--- src/hdl/rau_pkg.sv ---
package rau_pkg;

   localparam logic [2:0] CMD_ADD  = 3'd0;
   localparam logic [2:0] CMD_SUB  = 3'd1;
   localparam logic [2:0] CMD_MUL  = 3'd2;
   localparam logic [2:0] CMD_DIV  = 3'd3;
   localparam logic [2:0] CMD_CMP  = 3'd4;
   localparam logic [2:0] CMD_NORM = 3'd5;

   localparam logic [1:0] ST_OK   = 2'd0;
   localparam logic [1:0] ST_ZERO = 2'd1;
   localparam logic [1:0] ST_OVF  = 2'd2;

   localparam logic [1:0] ORD_LT = 2'd0;
   localparam logic [1:0] ORD_EQ = 2'd1;
   localparam logic [1:0] ORD_GT = 2'd2;

   typedef struct packed {
      logic        direct;
      logic        neg;
      logic [63:0] nm;
      logic [63:0] dm;
      logic [1:0]  order;
      logic [1:0]  status;
   } rau_entry_type;

endpackage

--- src/hdl/rau_queue.sv ---
module rau_queue
   import rau_pkg::*;
(
   input  logic          clock,
   input  logic          reset,
   input  logic          push_valid,
   output logic          push_ready,
   input  rau_entry_type push_entry,
   output logic          pop_valid,
   input  logic          pop_ready,
   output rau_entry_type pop_entry
);

   rau_entry_type slot_ff [2];
   logic          wr_ptr_ff, rd_ptr_ff;
   logic [1:0]    count_ff;
   logic          do_push, do_pop;

   assign push_ready = (count_ff != 2'd2);
   assign pop_valid  = (count_ff != 2'd0);
   assign pop_entry  = slot_ff[rd_ptr_ff];
   assign do_push    = push_valid && push_ready;
   assign do_pop     = pop_valid && pop_ready;

   always_ff @(posedge clock) begin
      if (reset) begin
         wr_ptr_ff <= 1'b0;
         rd_ptr_ff <= 1'b0;
         count_ff  <= 2'd0;
      end else begin
         if (do_push) wr_ptr_ff <= ~wr_ptr_ff;
         if (do_pop) rd_ptr_ff <= ~rd_ptr_ff;
         if (do_push && !do_pop) begin
            count_ff <= count_ff + 2'd1;
         end else if (do_pop && !do_push) begin
            count_ff <= count_ff - 2'd1;
         end
      end
   end

   always_ff @(posedge clock) begin
      if (do_push) slot_ff[wr_ptr_ff] <= push_entry;
   end

endmodule

--- config.mk ---
export PLATFORM = sky130hd
export DESIGN_NAME = rau_queue
export DESIGN_NICKNAME = d
export VERILOG_FILES = /design/src/hdl/rau_pkg.sv /design/src/hdl/rau_queue.sv
export SDC_FILE = /design/constraint.sdc
export NUM_CORES = 1
export LEC_CHECK = 0
export BUFFER_PORTS_ARGS = -buffer_cell sky130_fd_sc_hd__buf_2
export CAP_MARGIN = 20
export CORE_MARGIN = 2
export CORE_UTILIZATION = 45
export DETAILED_ROUTE_END_ITERATION = 16
export PLACE_DENSITY = 0.7
export SLEW_MARGIN = 20
export SYNTH_ARGS = -nofsm -noshare
export SYNTH_HDL_FRONTEND = slang
export SYNTH_SLANG_ARGS = --single-unit
--- constraint.sdc ---
create_clock -name clock -period 9.51 [get_ports clock]
set_input_delay 1.902 -clock clock [delete_from_list [all_inputs] [get_ports clock]]
set_output_delay 1.902 -clock clock [all_outputs]
set_load 0.05 [all_outputs]
After elaboration in Yosys (flattened, before gate mapping) --
Memories as Yosys holds them, arrays and structs flattened. A register that Yosys moved wholly into a read port is not among the register bits. Index checks and enable logic that the tools add are counted.
Word-level totals: bits of input ports 138, word-level logic and storage cells 23, memories 1, output and inout bits 136, bits in writable memories 268, register bits 4
Operators by class: equal/unequal tests 1, reductions and logical operators 8, bitwise logic cells 2, muxes and demuxes 6, $add $sub $neg 2
Memory list:
- slot_ff | words 2, bits a word 134, rd ports 1, clocked after Yosys merged registers in 1, write ports 1, RTL line rau_queue.sv:14 | rau_entry_type slot_ff [2];
Operators with widths (count):
- logical AND 1 bit | 4
- two-way mux 1 bit | 4
- two-way mux 2 bit | 2
- nonzero test 2 bit | 2
- adder 2 x 1 -> 2 bit (second input constant) | 1
- logical NOT 1 bit | 2
- != test 2 bit (second input constant) | 1
- inverter 1 bit | 2
- subtractor 2 x 1 -> 2 bit (second input constant) | 1

Depth between registers and ports, before layout --
depth in word-level cells 6, gate-level depth with buffers 6, mapped depth without buffers 6

Worst setup path after synthesis --
Ideal clock, no wire load.
path kind input to register, from in push_valid, to mem slot_ff[1][0] in the netlist's numbering, enable pin, library setup time 0.510 ns, cell stages on the path 1, arrival time 5.034 ns, required time 9.000 ns, setup slack 3.966 ns, cell sequence and3_1
Between the ends: cells in the longest elaborated chain, start to end 3
RTL lines:
- start, declared | RTL line rau_queue.sv:6 | input logic push_valid,
- logical AND 1 bit | RTL line rau_queue.sv:22 | assign do_push = push_valid && push_ready;
- two-way mux 1 bit | RTL line rau_queue.sv:42 | if (do_push) slot_ff[wr_ptr_ff] <= push_entry;
- two-way mux 1 bit (implied by the code) | RTL line rau_queue.sv:42
- end, declared | RTL line rau_queue.sv:14
Every way passes these cells.

==> results.yml <==
routing:
  wire_per_inst_um: 18.3
  route.antenna.remaining_nets: 0
  totalWireLength_um: 19100
  vias_per_cell: 4.91
  drc_errors: 0
  routed-via-count: 5101
  first_pass_iters: 4
  first_iter_violations: 216
floorplanning:
  design.die.area_um2: 23700
  io-pin-count: 274
  initial_core_util_pct: 46.1
  placeableCoreArea_um2: 22000
  die_w_um: 154
  die_height_um: 154
  placement_rows: 54
cts:
  clockRootBuffer: "clkbuf_16"
  postCtsSetupBuffers: 0
  clk_latency_ns: 0.53
  clkSlewWorstSetupHoldPaths_ns: 0.06
  cts_tree: "built"
  cts.hold.buffers_added: 0
  cts_sinks: 273
  cts_buffer_depth: 3
  cts_buffers: 28
  ctsHtreeMaxLevel: 1
  post_cts_resize_count: 0
grt:
  first_pass_grt_wire_length_um: 29100
  number_of_antenna_violations_at_the_first_check_in_global_routing: 7
  first_global_vias: 5439
  grt_start_max_net_pins: 72
  globalRouteOverflowTotal: 0
  grt.total_usage_pct: 15.5
run:
  drv_cap: 0
power:
  vdd.ir_drop.worst_uv: 210
  p_leak_nw: 4.79
  power_per_cell_area_nw_per_um2: 309
timing:
  final-hold-violation-count: 0
  tns_ns: 0
  period_minus_slack_ns: 5.26
  setup-violations-final: 0
  skew_ns: 0.0108
  worstMarginPinSlew_ns: 0.956
  maxSlewViolCount: 0
  unrepaired_setup_endpoints_after_global_routing: "no"
  relSlewSlack_pct: 36.3
  timing.final.crit_share_pct: 55.3
  timing.fmax_mhz: 190
synth:
  synth.distinct_cells: 19
  post_synth_main_area_contributors: "edfxtp_1 (79%), mux2_4 (8.9%), mux2_2 (8.2%)"
  yosysWarnings: 0
  main_flop_type_after_synthesis: "edfxtp_1"
  synth.largest_area_cell: "edfxtp_1"
  synth_enable_flop_cells: 268
  synth.yosys.seq_area_share_pct: 80.4
  post_synth.cell_area_avg_um2: 23.0
  async_flop_share_pct: 0
  synth_nets: 580
  postSynthCellCount: 441
  synth_largest_type_area_fraction_pct: 79.4
  synthesis.area_um2: 10100
  synth_seq_cells: 273
final_layout:
  flow.area_growth_from_synthesis_pct: 24.4
  most_frequent_standard_cell_in_the_layout_excluding_fill_and_tap_cells: "buf_2"
  filler_cell_count: 1666
  final_net_count: 872
  final-instance-count-excl-fill: 1039
  layout_common_cells: "buf_2 (273), edfxtp_1 (268), mux2_2 (74), mux2_4 (60), clkbuf_16 (29)"
  fraction_of_layout_instances_using_a_drive_strength_above_1_pct: 59.7
  layout.cell_area.non_filler_um2: 12600
worst_setup_path:
  endpoint_kind: "output port"
  r2r_slack_ns: 6.77
  worst-path-max-fanout: 52
  regToRegEndpoint: "slot_ff[1][103]"
  crit_required_ns: 7.61
  worstRegToRegCells: 3
  crit_type: "flop to output port"
  worst_setup_path_start_kind: "flop"
  timing.rr.start: "count_ff[0]"
  worst_ep_arrival_time_ns: 3.36
status:
  status: "complete, no violations"
min_path:
  timing.hold.worst.class: "flop to flop"
  hold-path-cell-count: 2
  hp-start: "rd_ptr_ff"
placement:
  dpl.cell_count: 983
  dp_hpwl_um: 12800
  postPlaceCellArea_um2: 11800
  input_output_buffers: 273
  gp_routability_congestion: 0.727
==> sequential cells by signal (all words and copies together) (netlist names), named ones only <==
register / count
count_ff: 2
slot_ff: 268
wr_ptr_ff: 1
rd_ptr_ff: 1
==> critical path: stages (launching register included) <==
cell     delay, ns
dfxtp_4       0.74
buf_4         0.67
buf_4         0.74
mux2_2        0.41
buf_2         0.21
==> area by class of cell <==
| cell class | count | area, um2 | area share (%) |
|---|---|---|---|
| sequential | 273 | 8150 | 64.7 |
| multi-input combinational | 152 | 1860 | 14.7 |
| timing repair buffer | 277 | 1400 | 11.1 |
| clock buffer | 35 | 748 | 5.94 |
| tap | 280 | 350 | 2.78 |
| clock inverter | 16 | 75.1 | 0.596 |
| antenna | 5 | 12.5 | 0.0993 |
| inverter | 1 | 8.76 | 0.0695 |
==> per-stage QoR <==
step / util [%] / hold WS, ns / power (mW) / worst slack (ns)
after floorplan: - / 0.471 / 2.70 / 3.97
after global placement: 53.6 / 0.488 / 2.93 / 4.77
after detailed placement: 53.6 / 0.507 / 2.96 / 4.71
after CTS: 57.3 / 0.524 / 3.94 / 4.16
after global routing: 57.4 / 0.577 / 4.04 / 4.02
final: 57.4 / 0.519 / 3.89 / 4.25
==> report_power, final <==
group | switching [mW] | internal, mW
clock | 0.420 | 0.553
sequential | 0.0634 | 1.51
combinational | 0.953 | 0.396
==> logic make-up after synthesis <==
kind of cell    count (synthesis)  share of synthesized area, %
flops                         273                          80.4
mux                           134                          17.1
buf+inv                        16                          1.27
simple gates                    9                         0.494
compound gates                  5                         0.296
xor+xnor                        3                         0.259
fa+ha+maj                       1                         0.123
==> metal layers <==
| layer | routed length, um | vias up | GRT usage [%] |
|---|---|---|---|
| met4 | 493 | 4 | 4.36 |
| met5 | 20 | - | 0 |
| met1 | 7520 | 2487 | 19.3 |
| met3 | 1810 | 42 | 5.58 |
| li1 | - | 2344 | - |
| met2 | 9210 | 224 | 25.9 |
==> how the worst max path moves through the flow <==
stage                         end  slack, ns  depth (start not counted)
CTS                 pop_entry[53]       4.16                          4
finish              pop_entry[21]       4.25                          4
global route        pop_entry[53]       4.02                          4
floorplan           slot_ff[1][0]       3.97                          1
detailed placement  pop_entry[53]       4.71                          4
global placement    pop_entry[21]       4.77                          4
==> cells in the mapped netlist, types with 2 or more instances <==
cell type / count
a21oi_1: 2
mux2_4: 60
xor2_1: 3
mux2_2: 74
nor2_1: 3
o21ai_0: 2
edfxtp_1: 268
buf_2: 7
dfxtp_1: 5
buf_6: 8
(Power assumes the default switching activity.)
