### src/hdl/rau_pkg.sv
package rau_pkg;

   localparam logic [2:0] CMD_ADD  = 3'd0;
   localparam logic [2:0] CMD_SUB  = 3'd1;
   localparam logic [2:0] CMD_MUL  = 3'd2;
   localparam logic [2:0] CMD_DIV  = 3'd3;
   localparam logic [2:0] CMD_CMP  = 3'd4;
   localparam logic [2:0] CMD_NORM = 3'd5;

   localparam logic [1:0] ST_OK   = 2'd0;
   localparam logic [1:0] ST_ZERO = 2'd1;
   localparam logic [1:0] ST_OVF  = 2'd2;

   localparam logic [1:0] ORD_LT = 2'd0;
   localparam logic [1:0] ORD_EQ = 2'd1;
   localparam logic [1:0] ORD_GT = 2'd2;

   typedef struct packed {
      logic        direct;
      logic        neg;
      logic [63:0] nm;
      logic [63:0] dm;
      logic [1:0]  order;
      logic [1:0]  status;
   } rau_entry_type;

endpackage

### src/hdl/rau_if.sv


interface rau_rsp_if;
   logic        valid;
   logic        ready;
   logic [31:0] res_num;
   logic [30:0] res_den;
   logic [1:0]  order;
   logic [1:0]  status;

   modport source (output valid, res_num, res_den, order, status, input ready);
   modport sink (input valid, res_num, res_den, order, status, output ready);
endinterface

### src/hdl/rau_back.sv
module rau_back
   import rau_pkg::*;
#(
   parameter int WIDTH = 32
) (
   input  logic          clock,
   input  logic          reset,
   input  logic          pop_valid,
   output logic          pop_ready,
   input  rau_entry_type pop_entry,
   rau_rsp_if.source     rsp
);

   localparam logic [63:0] LIM = (64'd1 << (WIDTH - 1)) - 64'd1;

   localparam logic [1:0] B_IDLE = 2'd0;
   localparam logic [1:0] B_GCD  = 2'd1;
   localparam logic [1:0] B_DIV  = 2'd2;
   localparam logic [1:0] B_OUT  = 2'd3;

   logic [1:0]  state_ff, state_in;
   logic        direct_ff, neg_ff;
   logic [1:0]  order_ff, status_ff;
   logic [63:0] u_ff, v_ff, g_ff, qn_ff, qd_ff, rn_ff, rd_ff;
   logic [5:0]  k_ff, cnt_ff;
   logic        valid_ff;
   logic [31:0] num_ff;
   logic [30:0] den_ff;
   logic [1:0]  ord_out_ff, st_out_ff;

   logic        gcd_done, out_free, ovf;
   logic [63:0] g_val, u_sub, v_sub;
   logic [64:0] tn, td;
   logic        bn, bd;

   assign out_free  = !valid_ff || rsp.ready;
   assign pop_ready = (state_ff == B_IDLE);
   assign gcd_done  = (u_ff == 64'd0) || (v_ff == 64'd0);
   assign g_val     = (u_ff == 64'd0) ? (v_ff << k_ff) : (u_ff << k_ff);
   assign u_sub     = u_ff - v_ff;
   assign v_sub     = v_ff - u_ff;
   assign tn        = {rn_ff, qn_ff[63]};
   assign td        = {rd_ff, qd_ff[63]};
   assign bn        = (tn >= {1'b0, g_ff});
   assign bd        = (td >= {1'b0, g_ff});
   assign ovf       = (qd_ff > LIM) || (qn_ff > (LIM + {63'd0, neg_ff}));

   always_comb begin
      state_in = state_ff;
      case (state_ff)
         B_IDLE: if (pop_valid) state_in = pop_entry.direct ? B_OUT : B_GCD;
         B_GCD: if (gcd_done) state_in = B_DIV;
         B_DIV: if (cnt_ff == 6'd63) state_in = B_OUT;
         B_OUT: if (out_free) state_in = B_IDLE;
         default: state_in = B_IDLE;
      endcase
   end

   always_ff @(posedge clock) begin
      if (reset) begin
         state_ff <= B_IDLE;
         valid_ff <= 1'b0;
      end else begin
         state_ff <= state_in;
         if (state_ff == B_OUT && out_free) begin
            valid_ff <= 1'b1;
         end else if (rsp.ready) begin
            valid_ff <= 1'b0;
         end
      end
   end

   always_ff @(posedge clock) begin
      case (state_ff)
         B_IDLE: begin
            if (pop_valid) begin
               direct_ff <= pop_entry.direct;
               neg_ff    <= pop_entry.neg;
               order_ff  <= pop_entry.order;
               status_ff <= pop_entry.status;
               u_ff      <= pop_entry.nm;
               v_ff      <= pop_entry.dm;
               qn_ff     <= pop_entry.nm;
               qd_ff     <= pop_entry.dm;
               k_ff      <= 6'd0;
            end
         end
         B_GCD: begin
            if (gcd_done) begin
               g_ff   <= g_val;
               rn_ff  <= 64'd0;
               rd_ff  <= 64'd0;
               cnt_ff <= 6'd0;
            end else if (!u_ff[0] && !v_ff[0]) begin
               u_ff <= u_ff >> 1;
               v_ff <= v_ff >> 1;
               k_ff <= k_ff + 6'd1;
            end else if (!u_ff[0]) begin
               u_ff <= u_ff >> 1;
            end else if (!v_ff[0]) begin
               v_ff <= v_ff >> 1;
            end else if (u_ff >= v_ff) begin
               u_ff <= u_sub >> 1;
            end else begin
               v_ff <= v_sub >> 1;
            end
         end
         B_DIV: begin
            rn_ff  <= bn ? 64'(tn - {1'b0, g_ff}) : tn[63:0];
            rd_ff  <= bd ? 64'(td - {1'b0, g_ff}) : td[63:0];
            qn_ff  <= {qn_ff[62:0], bn};
            qd_ff  <= {qd_ff[62:0], bd};
            cnt_ff <= cnt_ff + 6'd1;
         end
         default: begin
            if (out_free) begin
               if (direct_ff) begin
                  num_ff     <= 32'd0;
                  den_ff     <= 31'd0;
                  ord_out_ff <= order_ff;
                  st_out_ff  <= status_ff;
               end else if (ovf) begin
                  num_ff     <= 32'd0;
                  den_ff     <= 31'd0;
                  ord_out_ff <= ORD_LT;
                  st_out_ff  <= ST_OVF;
               end else begin
                  num_ff     <= neg_ff ? 32'(-qn_ff) : qn_ff[31:0];
                  den_ff     <= qd_ff[30:0];
                  ord_out_ff <= ORD_LT;
                  st_out_ff  <= ST_OK;
               end
            end
         end
      endcase
   end

   assign rsp.valid   = valid_ff;
   assign rsp.res_num = num_ff;
   assign rsp.res_den = den_ff;
   assign rsp.order   = ord_out_ff;
   assign rsp.status  = st_out_ff;

endmodule

### src/flat_wrapper.sv
// flat-port wrapper written by rule: the top's interface ports become plain ports
module rau_back_flat import rau_pkg::*;
#(
   parameter int WIDTH = 32
)
  (clock, reset, pop_valid, pop_ready, pop_entry, rsp_valid, rsp_res_num, rsp_res_den, rsp_order, rsp_status, rsp_ready);
  rau_rsp_if rsp_i ();
  input  logic clock;
  input  logic reset;
  input  logic pop_valid;
  output logic pop_ready;
  input  rau_entry_type pop_entry;
  output wire logic [$bits(rsp_i.valid)-1:0] rsp_valid;
  output wire logic [$bits(rsp_i.res_num)-1:0] rsp_res_num;
  output wire logic [$bits(rsp_i.res_den)-1:0] rsp_res_den;
  output wire logic [$bits(rsp_i.order)-1:0] rsp_order;
  output wire logic [$bits(rsp_i.status)-1:0] rsp_status;
  input wire logic [$bits(rsp_i.ready)-1:0] rsp_ready;
  assign rsp_valid = rsp_i.valid;
  assign rsp_res_num = rsp_i.res_num;
  assign rsp_res_den = rsp_i.res_den;
  assign rsp_order = rsp_i.order;
  assign rsp_status = rsp_i.status;
  assign rsp_i.ready = rsp_ready;
  rau_back #(.WIDTH(WIDTH)) u_core (.clock(clock), .reset(reset), .pop_valid(pop_valid), .pop_ready(pop_ready), .pop_entry(pop_entry), .rsp(rsp_i));
endmodule
### config.mk
export PLATFORM = sky130hd
export DESIGN_NAME = rau_back_flat
export DESIGN_NICKNAME = d
export VERILOG_FILES = /design/src/hdl/rau_pkg.sv /design/src/hdl/rau_if.sv /design/src/hdl/rau_back.sv /design/src/flat_wrapper.sv
export SDC_FILE = /design/constraint.sdc
export NUM_CORES = 2
export LEC_CHECK = 0
export BUFFER_PORTS_ARGS = -buffer_cell sky130_fd_sc_hd__buf_4
export CORE_MARGIN = 2
export CORE_UTILIZATION = 35
export DETAILED_ROUTE_END_ITERATION = 16
export PLACE_DENSITY = 0.46
export SYNTH_ARGS = -nofsm -noshare
export SYNTH_HDL_FRONTEND = slang
export SYNTH_SLANG_ARGS = --single-unit
export TNS_END_PERCENT = 100
### constraint.sdc
create_clock -name clock -period 22.2 [get_ports clock]
set_clock_uncertainty 0.2 [all_clocks]
set_input_delay 5.55 -clock clock [delete_from_list [all_inputs] [get_ports clock]]
set_output_delay 5.55 -clock clock [all_outputs]
set_load 0.02 [all_outputs]
# [After elaboration in Yosys (flattened, before gate mapping)]
# Index checks and enable logic that the tools add are counted.
[word_totals] reg_bits=536 latchBits=0 ram_bits=0 rom_bits=0 input_bits=138 out_inout_bits=69 elab_cells=118 n_memories=0
[classes] add_sub_neg=8 mul=0 n_div=0 n_lt_le_gt_ge=5 eq_ne=14 n_shift=2 mux=39 bitwise_logic=1 reduce_logical=28
[op_table] cell="2-to-1 mux 64 bit" n=16
[op_table] cell="case mux 64 bit (2 select lines)" n=6
[op_table] cell="subtractor 64 bit" n=4
[op_table] cell=">= comparator 65 x 64 -> 1 bit" n=2
[op_table] cell="logical NOT 64 bit" n=2
[op_table] cell="left shift 64 x 6 -> 64 bit" n=2
[op_table] cell=">= comparator 64 bit" n=1
[op_table] cell="greater-than comparator 64 x 31 -> 1 bit (second input constant)" n=1
[op_table] cell="greater-than comparator 64 x 32 -> 1 bit" n=1
[op_table] cell="adder 31 x 1 -> 32 bit (first input constant)" n=1
[op_table] cell="2-to-1 mux 32 bit" n=1
[op_table] cell="negator 32 bit" n=1
[op_table] cell="2-to-1 mux 6 bit" n=4
[op_table] cell="case mux 6 bit (2 select lines)" n=2
[op_table] cell="2-to-1 mux 2 bit" n=7
[op_table] cell="adder 6 x 1 -> 6 bit (second input constant)" n=2
[op_table] cell="!= test 4 bit (second input constant)" n=3
[op_table] cell="AND reduction 4 bit" n=3
[op_table] cell="AND reduction 2 bit" n=5
[op_table] cell="AND reduction 5 bit" n=2
[op_table] cell="!= test 2 x 1 -> 1 bit (second input constant)" n=4
[op_table] cell="case mux 2 bit (4 select lines)" n=1
[op_table] cell="nonzero test 2 bit" n=4
[op_table] cell="equality test 6 bit (second input constant)" n=1
[op_table] cell="other kinds (13)" n=21

# [Depth between registers and ports, before layout]
[depth] word_depth=7 depth_mapped=17 depth_no_buf=14

# [Least setup slack after synthesis]
# Ideal clock, no wire load.
[synth_path] path_type="in2reg" start="in pop_valid" end="reg u_core.v_ff[10], enable pin" setup_ns=0.598 arrival_ns=10.677 required_ns=21.402 setup_slack_ns=10.725 cell_stages=3 path_buffers=0 path_cell_list="nand2b_1 o211ai_1 a311oi_1"
[synth_via] elab_chain_cells=2
[synth_rtl] element="start, declared" line="flat_wrapper.sv:10" source="input logic pop_valid;"
[synth_rtl] element="!= test 2 bit (no line)"
[synth_rtl] element="AND reduction 5 bit (no line)"
[synth_rtl] element="end signal, assigned" line="rau_back.sv:82" source="v_ff <= pop_entry.dm;"
[synth_rtl] element="end signal, assigned" line="rau_back.sv:96" source="v_ff <= v_ff >> 1;"
[synth_rtl] element="end signal, assigned" line="rau_back.sv:101" source="v_ff <= v_ff >> 1;"
[synth_rtl] element="end, declared" line="rau_back.sv:24" source="logic [63:0] u_ff, v_ff, g_ff, qn_ff, qd_ff, rn_ff, rd_ff;"
# Every way passes these cells.
# A chain may end at the register's enable or synchronous reset.

# [Final worst setup path]
[layout_path] start="in pop_valid" end="reg u_core.qn_ff[61], enable pin"
[layout_via] elab_chain_cells=2
[layout_rtl] element="!= test 2 bit (no line)"
[layout_rtl] element="AND reduction 2 bit (no line)"
[layout_rtl] element="end signal, assigned" line="rau_back.sv:83" source="qn_ff <= pop_entry.nm;"
[layout_rtl] element="end signal, assigned" line="rau_back.sv:111" source="qn_ff <= {qn_ff[62:0], bn};"
[layout_rtl] element="end, declared" line="rau_back.sv:24"
# Every way passes these cells.

==> flow_metrics.tcl <==
set metrics [dict create \
    dpl.hpwl_mm 123.0 \
    num_vias 37180 \
    die-height_um 356.5 \
    tightest_slew_ns 1.355 \
    layout-drive-gt1-share 0.1104 \
    synth.distinct_cells 94 \
    cts_resized 0 \
    required_ns 22.28 \
    slew_violations 0 \
    remaining_drc_errors 0 \
    start_util 0.3522 \
    rsz0062_at_grt "no" \
    holdCritPathClass "reg -> reg" \
    die_area_mm2 0.1271 \
    nNetsFinal 5243 \
    syn_inst 4758 \
    fin_area_mm2 0.04883 \
    async_reset_ff_frac 0 \
    wl_per_cell_um 24.35 \
    place.gp.congestion 0.9976 \
    antenna_found_initial 3 \
    synth-xor-area-share 0.05196 \
    max_freq_mhz 125.7 \
    ys_ff_latch 536 \
    synth_compound_area_frac 0.2086 \
    cap_viol_max_count 0 \
    via_per_inst 5.725 \
    grt_max_degree 80 \
    htreeDepth 3 \
    ant_nets 0 \
    relSlewSlack 0.08692 \
    fin_crit_ns 7.953 \
    seq_area_frac_synth 0.3694 \
    ioPinCount 207 \
    critPathLaunchType "input port" \
    clock_latency_ns 0.66 \
    synth_top_flop_cell "edfxtp_1" \
    dpl_cell_area_mm2 0.04647 \
    synth_area_mm2 0.04349 \
    die_w_um 356.5 \
    yosys.area_share.adder 0.08672 \
    postCtsSetupBuffers 0 \
    setup_viol 0 \
    synth_fp_nets 5195 \
    fillers 12620 \
    finalHoldViolations 0 \
    grt_usage 0.2421 \
    avgSynthCellArea_um2 9.140 \
    core_area_mm2 0.1235 \
    firstDrtPassIters 5 \
    area_growth_pct 12.29 \
    cts.path.max_buffers 3 \
    root_buffer "clkbuf_16" \
    synth-simple-area-share 0.1396 \
    outcome "completed" \
    drtIter0Drc 3024 \
    routed_wl_mm 158.1 \
    path_clk_slew_ns 0.06 \
    grt_pass1_wl_mm 234.3 \
    setup_tns_ns 0 \
    critPathCaptureType "register" \
    synth_top_family_by_area "compound AO/OA/AOI/OAI gates" \
    holdBufCountCts 0 \
    grt_pass1_vias 35950 \
    critPathArrivalTime_ns 8.04 \
    cts.sinks 536 \
    synth_edf_count 533 \
    final_common_cell "a21oi_1" \
    muxShareOfSynthArea 0.09437 \
    ys_warn_count 0 \
    cp_max_fo 61 \
    port-buffer-count 206 \
    cts_tree "done" \
    grt_overflow_total 0 \
    layout_common_cells "542 x a21oi_1, 533 x edfxtp_1, 458 x nor2_1" \
    numCtsBuffers 70 \
    critPathKind "in -> reg" \
    finalCritPeriodShare 0.3582 \
    num_rows 129 \
]
[routing by layer]
layer / global-route usage / vias to the layer above / wire length (um)
met1: 0.3293 / 18260 / 71600
met2: 0.4047 / 980 / 74940
li1: - / 17760 / -
met4: 0.06751 / 4 / 4078
met3: 0.02854 / 181 / 7495
met5: 0 / - / 23
[worst max-delay path: stages]
cell	delay [ns]
buf_4	0.12
and2_1	0.39
o21bai_4	0.43
buf_4	0.62
buf_4	0.73
[flip-flops by register name (all words and copies together) (netlist names), 6 cells and up]
name,count
u_core.qn_ff,64
u_core.u_ff,64
u_core.rsp.res_num,32
u_core.g_ff,64
u_core.k_ff,6
u_core.rn_ff,64
u_core.rd_ff,64
u_core.qd_ff,64
u_core.rsp.res_den,31
u_core.cnt_ff,6
u_core.v_ff,64
[stage by stage]
step | utilization | std cells | hold slack, ns | setup WS [ns]
global placement | 0.3763 | 6371 | 0.3214 | 13.58
finish | 0.3955 | 6495 | 0.3325 | 14.25
global route | 0.3955 | 6494 | 0.3378 | 14.10
CTS | 0.3955 | 6494 | 0.3342 | 14.23
floorplan | - | 4758 | 0.3026 | 10.73
detailed placement | 0.3763 | 6371 | 0.3287 | 13.53
[cells in the mapped netlist, types with 7 or more instances]
library cell  count  area share
clkbuf_1        214       0.018
or2_2            15      0.0022
xnor2_1         156       0.031
edfxtp_1        533        0.37
a31oi_1          39      0.0056
o31a_1           10      0.0020
a211oi_1         58       0.010
a21oi_1         543       0.062
o31ai_1          22      0.0038
nor2b_1          62      0.0089
o21bai_1         68       0.012
a21boi_0          7      0.0012
xor2_1          102       0.021
o211ai_1         18      0.0031
o21a_1           39      0.0067
and3_1           23      0.0033
ha_1            295       0.085
buf_1            19      0.0016
a22oi_1          68       0.012
nand4_1          81       0.012
mux2_2          126       0.033
o221ai_1         22      0.0044
a222oi_1          8      0.0018
a221o_1          10      0.0023
nand3_1          74      0.0085
o22ai_1          20      0.0029
buf_2            34      0.0039
mux2i_1         266       0.061
inv_1           274       0.024
a41oi_1           8      0.0016
a211o_1          10      0.0020
or3_1            26      0.0037
nor4_1           65      0.0094
nor2_1          460       0.040
o21ai_0         271       0.031
nor3_1           70      0.0081
and2_1           56      0.0081
a221oi_1         23      0.0046
nand2b_1         36      0.0052
nand2_1         254       0.022
a21o_1          143       0.025
[cell type report]
type                            count  area [um^2]  area share
Timing Repair Buffer              250         1877     0.03843
Clock inverter                     43        509.2     0.01043
Clock buffer                       80         1853     0.03795
Antenna cell                        1        2.502  0.00005125
Inverter                          277         1042     0.02134
Multi-Input combinational cell   3671        25430      0.5209
Tap cell                         1637         2048     0.04194
Sequential cell                   536        16070      0.3290
[cell families after synthesis]
kind of cell | Yosys count
AO/OA/AOI/OAI | 1453
AND/OR/NAND/NOR | 1268
buffers and inverters | 551
flip-flops | 536
multiplexers | 393
adder cells (fa/ha/maj) | 299
XOR/XNOR | 258
[worst paths after layout]
kind                                     start                                 to  slack, ns  cells after the start
setup / recovery                     pop_valid         u_core.qn_ff[61]$_DFFE_PP_      14.25                      5
hold / removal    u_core.order_ff[1]$_DFFE_PP_  u_core.rsp.order[1]$_SDFFCE_PN0P_       0.33                      1
setup reg to reg     u_core.v_ff[28]$_DFFE_PP_          u_core.v_ff[55]$_DFFE_PP_      16.27                     12
hold reg to reg   u_core.order_ff[1]$_DFFE_PP_  u_core.rsp.order[1]$_SDFFCE_PN0P_       0.33                      1
Power is left out: the tool's default activity adds up to more than one toggle a clock period on the data nets, which glitch-free logic cannot reach.
