## src/hdl/rau_pkg.sv

```systemverilog
package rau_pkg;

   localparam logic [2:0] CMD_ADD  = 3'd0;
   localparam logic [2:0] CMD_SUB  = 3'd1;
   localparam logic [2:0] CMD_MUL  = 3'd2;
   localparam logic [2:0] CMD_DIV  = 3'd3;
   localparam logic [2:0] CMD_CMP  = 3'd4;
   localparam logic [2:0] CMD_NORM = 3'd5;

   localparam logic [1:0] ST_OK   = 2'd0;
   localparam logic [1:0] ST_ZERO = 2'd1;
   localparam logic [1:0] ST_OVF  = 2'd2;

   localparam logic [1:0] ORD_LT = 2'd0;
   localparam logic [1:0] ORD_EQ = 2'd1;
   localparam logic [1:0] ORD_GT = 2'd2;

   typedef struct packed {
      logic        direct;
      logic        neg;
      logic [63:0] nm;
      logic [63:0] dm;
      logic [1:0]  order;
      logic [1:0]  status;
   } rau_entry_type;

endpackage

```

## src/hdl/rau_if.sv

```systemverilog
interface rau_req_if;
   logic        valid;
   logic        ready;
   logic [2:0]  cmd;
   logic [31:0] a_num;
   logic [31:0] a_den;
   logic [31:0] b_num;
   logic [31:0] b_den;

   modport source (output valid, cmd, a_num, a_den, b_num, b_den, input ready);
   modport sink (input valid, cmd, a_num, a_den, b_num, b_den, output ready);
endinterface


```

## src/hdl/rau_front.sv

```systemverilog
module rau_front
   import rau_pkg::*;
#(
   parameter int WIDTH = 32
) (
   input  logic          clock,
   input  logic          reset,
   rau_req_if.sink       req,
   output logic          push_valid,
   input  logic          push_ready,
   output rau_entry_type push_entry
);

   localparam int SH = 32 - WIDTH;

   localparam logic [2:0] F_IDLE = 3'd0;
   localparam logic [2:0] F_MUL0 = 3'd1;
   localparam logic [2:0] F_MUL1 = 3'd2;
   localparam logic [2:0] F_MUL2 = 3'd3;
   localparam logic [2:0] F_PUSH = 3'd4;

   logic [2:0]  state_ff, state_in;
   logic [2:0]  cmd_ff;
   logic        err_ff;
   logic [3:0]  sgn_ff;
   logic [31:0] man_ff, mad_ff, mbn_ff, mbd_ff;
   logic [63:0] p0_ff, p1_ff, p2_ff;

   logic signed [31:0] sx_an, sx_ad, sx_bn, sx_bd;
   logic [31:0] m_an, m_ad, m_bn, m_bd;
   logic        err;
   logic [31:0] mx, my;
   logic [63:0] prod;
   logic        s1, s2, ds;
   logic [63:0] sum, d12, d21;
   logic signed [64:0] lhs, rhs;

   assign sx_an = $signed(req.a_num << SH) >>> SH;
   assign sx_ad = $signed(req.a_den << SH) >>> SH;
   assign sx_bn = $signed(req.b_num << SH) >>> SH;
   assign sx_bd = $signed(req.b_den << SH) >>> SH;
   assign m_an = sx_an[31] ? (~sx_an + 32'd1) : sx_an;
   assign m_ad = sx_ad[31] ? (~sx_ad + 32'd1) : sx_ad;
   assign m_bn = sx_bn[31] ? (~sx_bn + 32'd1) : sx_bn;
   assign m_bd = sx_bd[31] ? (~sx_bd + 32'd1) : sx_bd;

   assign err = (req.cmd > CMD_NORM) || (m_ad == 32'd0) ||
                ((req.cmd != CMD_NORM) && (m_bd == 32'd0)) ||
                ((req.cmd == CMD_DIV) && (m_bn == 32'd0));

   assign req.ready = (state_ff == F_IDLE);

   always_comb begin
      mx = mad_ff;
      my = mbd_ff;
      case (state_ff)
         F_MUL0: begin
            mx = man_ff;
            my = (cmd_ff == CMD_MUL) ? mbn_ff : mbd_ff;
         end
         F_MUL1: begin
            mx = mad_ff;
            my = mbn_ff;
         end
         default: begin
            mx = mad_ff;
            my = mbd_ff;
         end
      endcase
   end

   assign prod = {32'd0, mx} * {32'd0, my};

   always_comb begin
      state_in = state_ff;
      case (state_ff)
         F_IDLE: if (req.valid) state_in = F_MUL0;
         F_MUL0: state_in = F_MUL1;
         F_MUL1: state_in = F_MUL2;
         F_MUL2: state_in = F_PUSH;
         F_PUSH: if (push_ready) state_in = F_IDLE;
         default: state_in = F_IDLE;
      endcase
   end

   always_ff @(posedge clock) begin
      if (reset) begin
         state_ff <= F_IDLE;
      end else begin
         state_ff <= state_in;
      end
   end

   always_ff @(posedge clock) begin
      if (state_ff == F_IDLE && req.valid) begin
         cmd_ff <= req.cmd;
         err_ff <= err;
         sgn_ff <= {sx_an[31], sx_ad[31], sx_bn[31], sx_bd[31]};
         man_ff <= m_an;
         mad_ff <= m_ad;
         mbn_ff <= m_bn;
         mbd_ff <= m_bd;
      end
      if (state_ff == F_MUL0) p0_ff <= prod;
      if (state_ff == F_MUL1) p1_ff <= prod;
      if (state_ff == F_MUL2) p2_ff <= prod;
   end

   // Sign bits are held as {an, ad, bn, bd}.
   assign s1  = sgn_ff[3] ^ sgn_ff[0];
   assign s2  = sgn_ff[2] ^ sgn_ff[1] ^ (cmd_ff == CMD_SUB);
   assign ds  = sgn_ff[2] ^ sgn_ff[0];
   assign sum = p0_ff + p1_ff;
   assign d12 = p0_ff - p1_ff;
   assign d21 = p1_ff - p0_ff;
   assign lhs = (sgn_ff[3] ^ sgn_ff[2]) ? -$signed({1'b0, p0_ff}) : $signed({1'b0, p0_ff});
   assign rhs = (sgn_ff[1] ^ sgn_ff[0]) ? -$signed({1'b0, p1_ff}) : $signed({1'b0, p1_ff});

   always_comb begin
      logic ns;
      ns = 1'b0;
      push_entry = '0;
      push_entry.status = ST_OK;
      push_entry.order = ORD_LT;
      push_entry.dm = p2_ff;
      case (cmd_ff)
         CMD_ADD, CMD_SUB: begin
            if (s1 == s2) begin
               push_entry.nm = sum;
               ns = s1;
            end else if (p0_ff >= p1_ff) begin
               push_entry.nm = d12;
               ns = s1;
            end else begin
               push_entry.nm = d21;
               ns = s2;
            end
            push_entry.neg = (ns != ds) && (push_entry.nm != 64'd0);
         end
         CMD_MUL: begin
            push_entry.nm = p0_ff;
            push_entry.neg = (sgn_ff[3] ^ sgn_ff[1] ^ ds) && (p0_ff != 64'd0);
         end
         CMD_DIV: begin
            push_entry.nm = p0_ff;
            push_entry.dm = p1_ff;
            push_entry.neg = (sgn_ff[3] ^ sgn_ff[0] ^ sgn_ff[2] ^ sgn_ff[1]) &&
                             (p0_ff != 64'd0);
         end
         CMD_CMP: begin
            push_entry.direct = 1'b1;
            push_entry.order = (lhs < rhs) ? ORD_LT : ((lhs == rhs) ? ORD_EQ : ORD_GT);
         end
         default: begin
            push_entry.nm = {32'd0, man_ff};
            push_entry.dm = {32'd0, mad_ff};
            push_entry.neg = (sgn_ff[3] ^ sgn_ff[2]) && (man_ff != 32'd0);
         end
      endcase
      if (err_ff) begin
         push_entry = '0;
         push_entry.direct = 1'b1;
         push_entry.status = ST_ZERO;
      end
   end

   assign push_valid = (state_ff == F_PUSH);

endmodule

```

## src/flat_wrapper.sv

```systemverilog
// flat-port wrapper written by rule: the top's interface ports become plain ports
module rau_front_flat import rau_pkg::*;
#(
   parameter int WIDTH = 32
)
  (clock, reset, push_valid, push_ready, push_entry, req_valid, req_cmd, req_a_num, req_a_den, req_b_num, req_b_den, req_ready);
  rau_req_if req_i ();
  input  logic clock;
  input  logic reset;
  output logic push_valid;
  input  logic push_ready;
  output rau_entry_type push_entry;
  input wire logic [$bits(req_i.valid)-1:0] req_valid;
  input wire logic [$bits(req_i.cmd)-1:0] req_cmd;
  input wire logic [$bits(req_i.a_num)-1:0] req_a_num;
  input wire logic [$bits(req_i.a_den)-1:0] req_a_den;
  input wire logic [$bits(req_i.b_num)-1:0] req_b_num;
  input wire logic [$bits(req_i.b_den)-1:0] req_b_den;
  output wire logic [$bits(req_i.ready)-1:0] req_ready;
  assign req_i.valid = req_valid;
  assign req_i.cmd = req_cmd;
  assign req_i.a_num = req_a_num;
  assign req_i.a_den = req_a_den;
  assign req_i.b_num = req_b_num;
  assign req_i.b_den = req_b_den;
  assign req_ready = req_i.ready;
  rau_front #(.WIDTH(WIDTH)) u_core (.clock(clock), .reset(reset), .req(req_i), .push_valid(push_valid), .push_ready(push_ready), .push_entry(push_entry));
endmodule
```

## config.mk

```make
export PLATFORM = sky130hd
export DESIGN_NAME = rau_front_flat
export DESIGN_NICKNAME = d
export VERILOG_FILES = /design/src/hdl/rau_pkg.sv /design/src/hdl/rau_if.sv /design/src/hdl/rau_front.sv /design/src/flat_wrapper.sv
export SDC_FILE = /design/constraint.sdc
export NUM_CORES = 2
export LEC_CHECK = 0
export BUFFER_PORTS_ARGS = -buffer_cell sky130_fd_sc_hd__buf_2
export CORE_MARGIN = 3
export CORE_UTILIZATION = 56
export CTS_BUF_LIST = sky130_fd_sc_hd__clkbuf_8
export CTS_CLUSTER_SIZE = 25
export DETAILED_ROUTE_END_ITERATION = 8
export PLACE_DENSITY = 0.84
export SLEW_MARGIN = 20
export SYNTH_ARGS = -nofsm -noshare
export SYNTH_HDL_FRONTEND = slang
export SYNTH_SLANG_ARGS = --single-unit
```

## constraint.sdc

```tcl
create_clock -name clock -period 19.48 [get_ports clock]
set_clock_uncertainty 0.1 [all_clocks]
set_input_delay 1.948 -clock clock [delete_from_list [all_inputs] [get_ports clock]]
set_output_delay 1.948 -clock clock [all_outputs]
set_load 0.01 [all_outputs]
```

**After elaboration in Yosys (flattened, before gate mapping)**

Index checks and enable logic that the tools add are counted.

- Register bits after elaboration: 331
- Input port bits: 135
- Output and inout port bits: 136
- Word-level logic and storage cells: 100

- $add $sub $neg: 9
- Multipliers: 1
- Order comparisons: 3
- Equality and inequality tests: 15
- Muxes and demuxes: 25
- Bitwise gates (word level): 14
- Reduce and logical (&&, ||, !) cells: 21

Operators by type and width:

| operator | count |
|---|---|
| one-hot mux 65 bit (4 select lines) | 1 |
| two-way mux 64 bit | 3 |
| two-way mux 32 bit | 5 |
| two-way mux 134 bit | 1 |
| two-way mux 65 bit | 2 |
| negator 64 -> 65 bit | 2 |
| adder 32 x 1 -> 32 bit, second input constant | 4 |
| inverter 32 bit | 4 |
| one-hot mux 64 bit (2 select lines) | 1 |
| nonzero test 64 bit | 2 |
| subtractor 64 bit | 2 |
| zero test 32 bit | 3 |
| == test 65 bit | 1 |
| less-than comparator 65 bit | 1 |
| adder 64 bit | 1 |
| greater-or-equal comparator 64 bit | 1 |
| multiplier 32 x 32 -> 64 bit | 1 |
| one-hot mux 32 bit (2 select lines) | 1 |
| nonzero test 32 bit | 1 |
| two-way mux 31 bit | 1 |
| == test 3 x 2 -> 1 bit, second input constant | 5 |
| one-hot mux 3 bit (5 select lines) | 1 |
| XOR 1 bit | 10 |
| logical AND 1 bit | 7 |
| other kinds (16) | 27 |

**Depth between registers and ports, before layout**

- Depth after elaboration: 9
- Depth in mapped cells: 37
- Depth with buffers taken out: 33

**Least setup slack after synthesis**

OpenSTA, ideal clock, no wires.

- Path type: register to register
- Start: register u_core.state_ff[1]
- End: register u_core.p0_ff[62] (data pin)
- Setup time: 273 ps
- Arrival: 13501 ps
- Data required time: 19107 ps
- Slack: 5606 ps
- Cell stages (with the launch flop): 33
- Buffers on the path: 3
- Period minus slack after synthesis: 13874 ps
- Path through: dfxtp_1 -> nor3b_1 -> a31oi_1 -> clkbuf_1 -> buf_1 -> mux2i_1 -> clkbuf_1 -> nor2_1 -> fa_1 -> fa_1 -> fa_1 -> inv_1 -> fa_1 -> inv_1 -> fa_1 -> fa_1 -> fa_1 -> fa_1 -> ha_1 -> a21oi_1 -> o21bai_1 -> a21o_1 -> a21o_1 -> a211oi_1 -> o21ai_0 -> a2111oi_0 -> a21oi_1 -> a31oi_1 -> nor2b_1 -> a2bb2oi_1 -> a21o_1 -> a221oi_1 -> xnor2_1

- Cells in the longest elaborated chain, start to end: 3
- Elaborated cells on any way between the ends: 5
- Classes of those cells: mul: 1; eq/ne: 2; mux: 2

RTL lines:

| what | line | text |
|---|---|---|
| from (decl) | rau_front.sv:22 | `logic [2:0] state_ff, state_in;` |
| from (signal assigned) | rau_front.sv:90 | `state_ff <= state_in;` |
| == test 3 x 2 -> 1 bit / == test 3 x 1 -> 1 bit (equally long branches) | rau_front.sv:56 | `case (state_ff)` |
| one-hot mux 32 bit (2 select lines) / two-way mux 32 bit (equally long branches) | rau_front.sv:56 |  |
| multiplier 32 x 32 -> 64 bit (*) | rau_front.sv:72 | `assign prod = {32'd0, mx} * {32'd0, my};` |
| named net u_core.prod[62] | rau_front.sv:33 | `logic [63:0] prod;` |
| to (signal assigned) | rau_front.sv:104 | `if (state_ff == F_MUL0) p0_ff <= prod;` |
| to (decl) | rau_front.sv:27 | `logic [63:0] p0_ff, p1_ff, p2_ff;` |

Mark *: on every way through the listed nets, which the timed path passes. The rest lies on a longest branch.
A chain may end at the register's enable or synchronous reset.

**Final worst setup path**

- Start: register u_core.state_ff[0]
- End: register u_core.p0_ff[61] (data pin)

The elaborated chain is that of the path after synthesis.

==> metrics.md <==
| Metric | Value |
|---|---|
| Final GP Congestion | 1.07 |
| Ys flop type | edfxtp_1 |
| CTS Sinks | 331 |
| Post-synthesis cell area | 63,100 sq um |
| Setup-failing EPs final | 0 |
| Placeable Area | 111,000 sq um |
| Routed vias/inst | 6.53 |
| CTS buffer count | 55 |
| Chip height | 342 microns |
| Post-CTS sizing | 0 |
| Share of layout cells above drive strength 1 | 8.35% |
| CP Class | reg2reg |
| I/O pin cnt | 271 |
| Synthesized Nets | 8,857 |
| Area growth, synth to finish | 6.53% |
| Asr flop ratio synth | 0% |
| Residual DRC count | 0 |
| GRT Resource Usage Total | 42.7% |
| Fin crit share | 59.3% |
| Cts hold-fix bufs | 0 |
| Total number of vias | 58,246 |
| Initial Util | 56.7% |
| First-pass GRT wire length | 372,000 microns |
| Slew HR | 19.2% |
| Critical Path Fanout Max | 129 |
| Worst slew pin tran | 1.19 ns |
| Sequential share of the synthesized area | 15.7% |
| Worst EP arrival | 11.88 ns |
| Cell chosen for the clock root | clkbuf_8 |
| GR Overflow Total | 0 |
| Slowest cell delay on critical path | 0.90 ns |
| Clk buf depth | 3 |
| RSZ-0062 raised after global routing | no |
| Family with the most delay on the worst path | adder cells |
| Most Frequent Cell on Critical Path | fa_1 |
| 1st-iter DRT viols | 7,506 |
| Layout Nets | 8,940 |
| Outcome | complete, no violations |
| Port bufs | 269 |
| Synth area leader | fa_1 |
| CTS tree | built |
| Fmax | 86.6 MHz |
| Reg2reg setup slack | 7.93 ns |
| Max-cap violations | 0 |
| Largest net degree at the start of global routing | 130 |
| Area share of the largest cell type after synthesis | 28.5% |
| Worst Path Buf+Inv | 4 |
| Vias in the first global route | 59,021 |
| Yosys reg bits | 331 |
| DPL Wire Length | 198,000 microns |
| Routed wire length | 251,000 microns |
| Post-synth EDFFs | 328 |
| Synth warn | 0 |
| CP max stage cell | mux2_2 |
| Final Critical Period | 11.55 ns |
| Std cell rows | 122 |
| Final hold violations | 0 |
| Die area | 117,000 sq um |
| Hold WC Path Type | reg2reg |
| Synth top area cells | fa_1 29%, edfxtp_1 16%, ha_1 10%, inv_1 6.4%, nor2_1 5.9% |
| Clock transition at path regs | 0.06 ns |
| H-tree Lvls | 2 |
| Antenna violations before repair | 14 |
| Die width | 342 microns |
| Clk Latency, worst-skew pair | 0.76 ns |
| Post-Syn Instances | 7,298 |
| Antenna-violating nets left | 0 |
| Fin. max-slew vios | 0 |
| Post-CTS setup buffer count | 0 |
| Netlist cell types | 83 |
| Nature of the critical path endpoint | flip-flop |
| DR WL/cell | 28.1 microns |
| Detailed Routing Iterations Pass 1 | 7 |
| Setup TNS Final | 0 ns |
| CP required | 19.81 ns |
| Mean area per synthesized cell | 8.64 sq um |
| Crit start category | flip-flop |
[flip-flops by register name, summed over array words and instances, names as in the netlist]
register	count
u_core.man_ff	32
u_core.state_ff	3
u_core.cmd_ff	3
u_core.mbn_ff	32
u_core.mbd_ff	32
u_core.err_ff	1
u_core.sgn_ff	4
u_core.p1_ff	64
u_core.mad_ff	32
u_core.p0_ff	64
u_core.p2_ff	64
[metal layers]
| layer | up-vias | routed length (microns) | global-route usage, % |
|---|---|---|---|
| li1 | 24355 | - | - |
| met3 | 1059 | 35000 | 11.8 |
| met2 | 4583 | 103000 | 62.1 |
| met5 | - | 58 | 0.208 |
| met1 | 28241 | 92400 | 56.6 |
| met4 | 8 | 20000 | 26.7 |
[stage by stage]
stage          worst slack, ns  utilization (%)  instances  hold slack (ns)  cell area (sq um)
3_5_place_dp              8.21             59.4       8812            0.491              66100
4_1_cts                   8.06             60.4       8911            0.491              67200
3_3_place_gp              8.53             59.4       8812            0.440              66100
2_1_floorplan             5.61                -       7298            0.391              63100
6_report                  7.93             60.4       8919            0.487              67200
5_1_grt                   7.43             60.4       8915            0.531              67200
[worst register-to-register path: cells and delay by family (launching register included)]
kind                       cells  cell delay, ns
muxes                          1            0.91
adders and majority gates      9            4.35
AOI/OAI and AO/OA              8            2.24
xor gates and xnor gates       1            0.33
and+or+nand+nor                6            1.43
buffers and inverters          4            1.40
DFF                            1            0.46
[cell type report]
class	instances	area [sq um]
Sequential cell	331	9910
Antenna cell	8	20.0
Fill cell	9598	44100
Clock inverter	44	302
Clock buffer	55	757
Tap cell	1488	1860
Inverter	1080	4050
Timing Repair Buffer	367	2090
Multi-Input combinational cell	5546	48200
[synthesized netlist by cell type, types with 42 or more instances]
cell / instances
a211oi_1: 50
nand3_1: 71
a31oi_1: 72
nor3_1: 118
o31ai_1: 65
clkbuf_1: 310
nor2_1: 994
nand2_1: 678
ha_1: 525
mux2i_1: 82
a21oi_1: 405
edfxtp_1: 328
nand4_1: 99
a21o_1: 106
xnor2_1: 327
o21bai_1: 60
nand2b_1: 43
o21ai_0: 249
inv_1: 1075
xor2_1: 42
fa_1: 899
mux2_2: 67
nor4_1: 78
[cell families after synthesis]
kind of cell,synth area share [%]
buffers and inverters,8.48
other,0.00595
muxes,2.50
and+or+nand+nor,15.8
xor gates and xnor gates,5.12
adders and majority gates,39.0
AOI/OAI and AO/OA,13.4
DFF,15.7
[cell usage in the layout (no fill, tap or decap), types with 36 or more instances in the layout]
master and count:
inv_1 1089, nor2_1 992, fa_1 899, nand2_1 678
ha_1 525, a21oi_1 403, edfxtp_1 328, xnor2_1 324
buf_2 269, o21ai_0 249, nor3_1 118, a21o_1 106
nand4_1 99, buf_4 97, nor4_1 78, nand3_1 71
a31oi_1 71, mux2_2 67, o31ai_1 64, o21bai_1 60
clkbuf_8 55, a211oi_1 50, nand2b_1 43, or4_1 39
o22ai_1 39, xor2_1 39, a22oi_1 38, or3_1 37
mux2i_1 36, mux2i_2 36
[final timing paths]
path / to / startpoint / depth (start not counted)
max: u_core.p0_ff[61]$_DFFE_PP_ / u_core.state_ff[0]$_SDFFE_PP0P_ / 29
min: u_core.state_ff[1]$_SDFFE_PP0P_ / u_core.state_ff[2]$_SDFFE_PP0P_ / 1
min reg2reg: u_core.state_ff[1]$_SDFFE_PP0P_ / u_core.state_ff[2]$_SDFFE_PP0P_ / 1
max reg2reg: u_core.p0_ff[61]$_DFFE_PP_ / u_core.state_ff[0]$_SDFFE_PP0P_ / 29
Power is not shown: default switching activity piles up to over one toggle a cycle in this logic, so the estimate is an artifact.
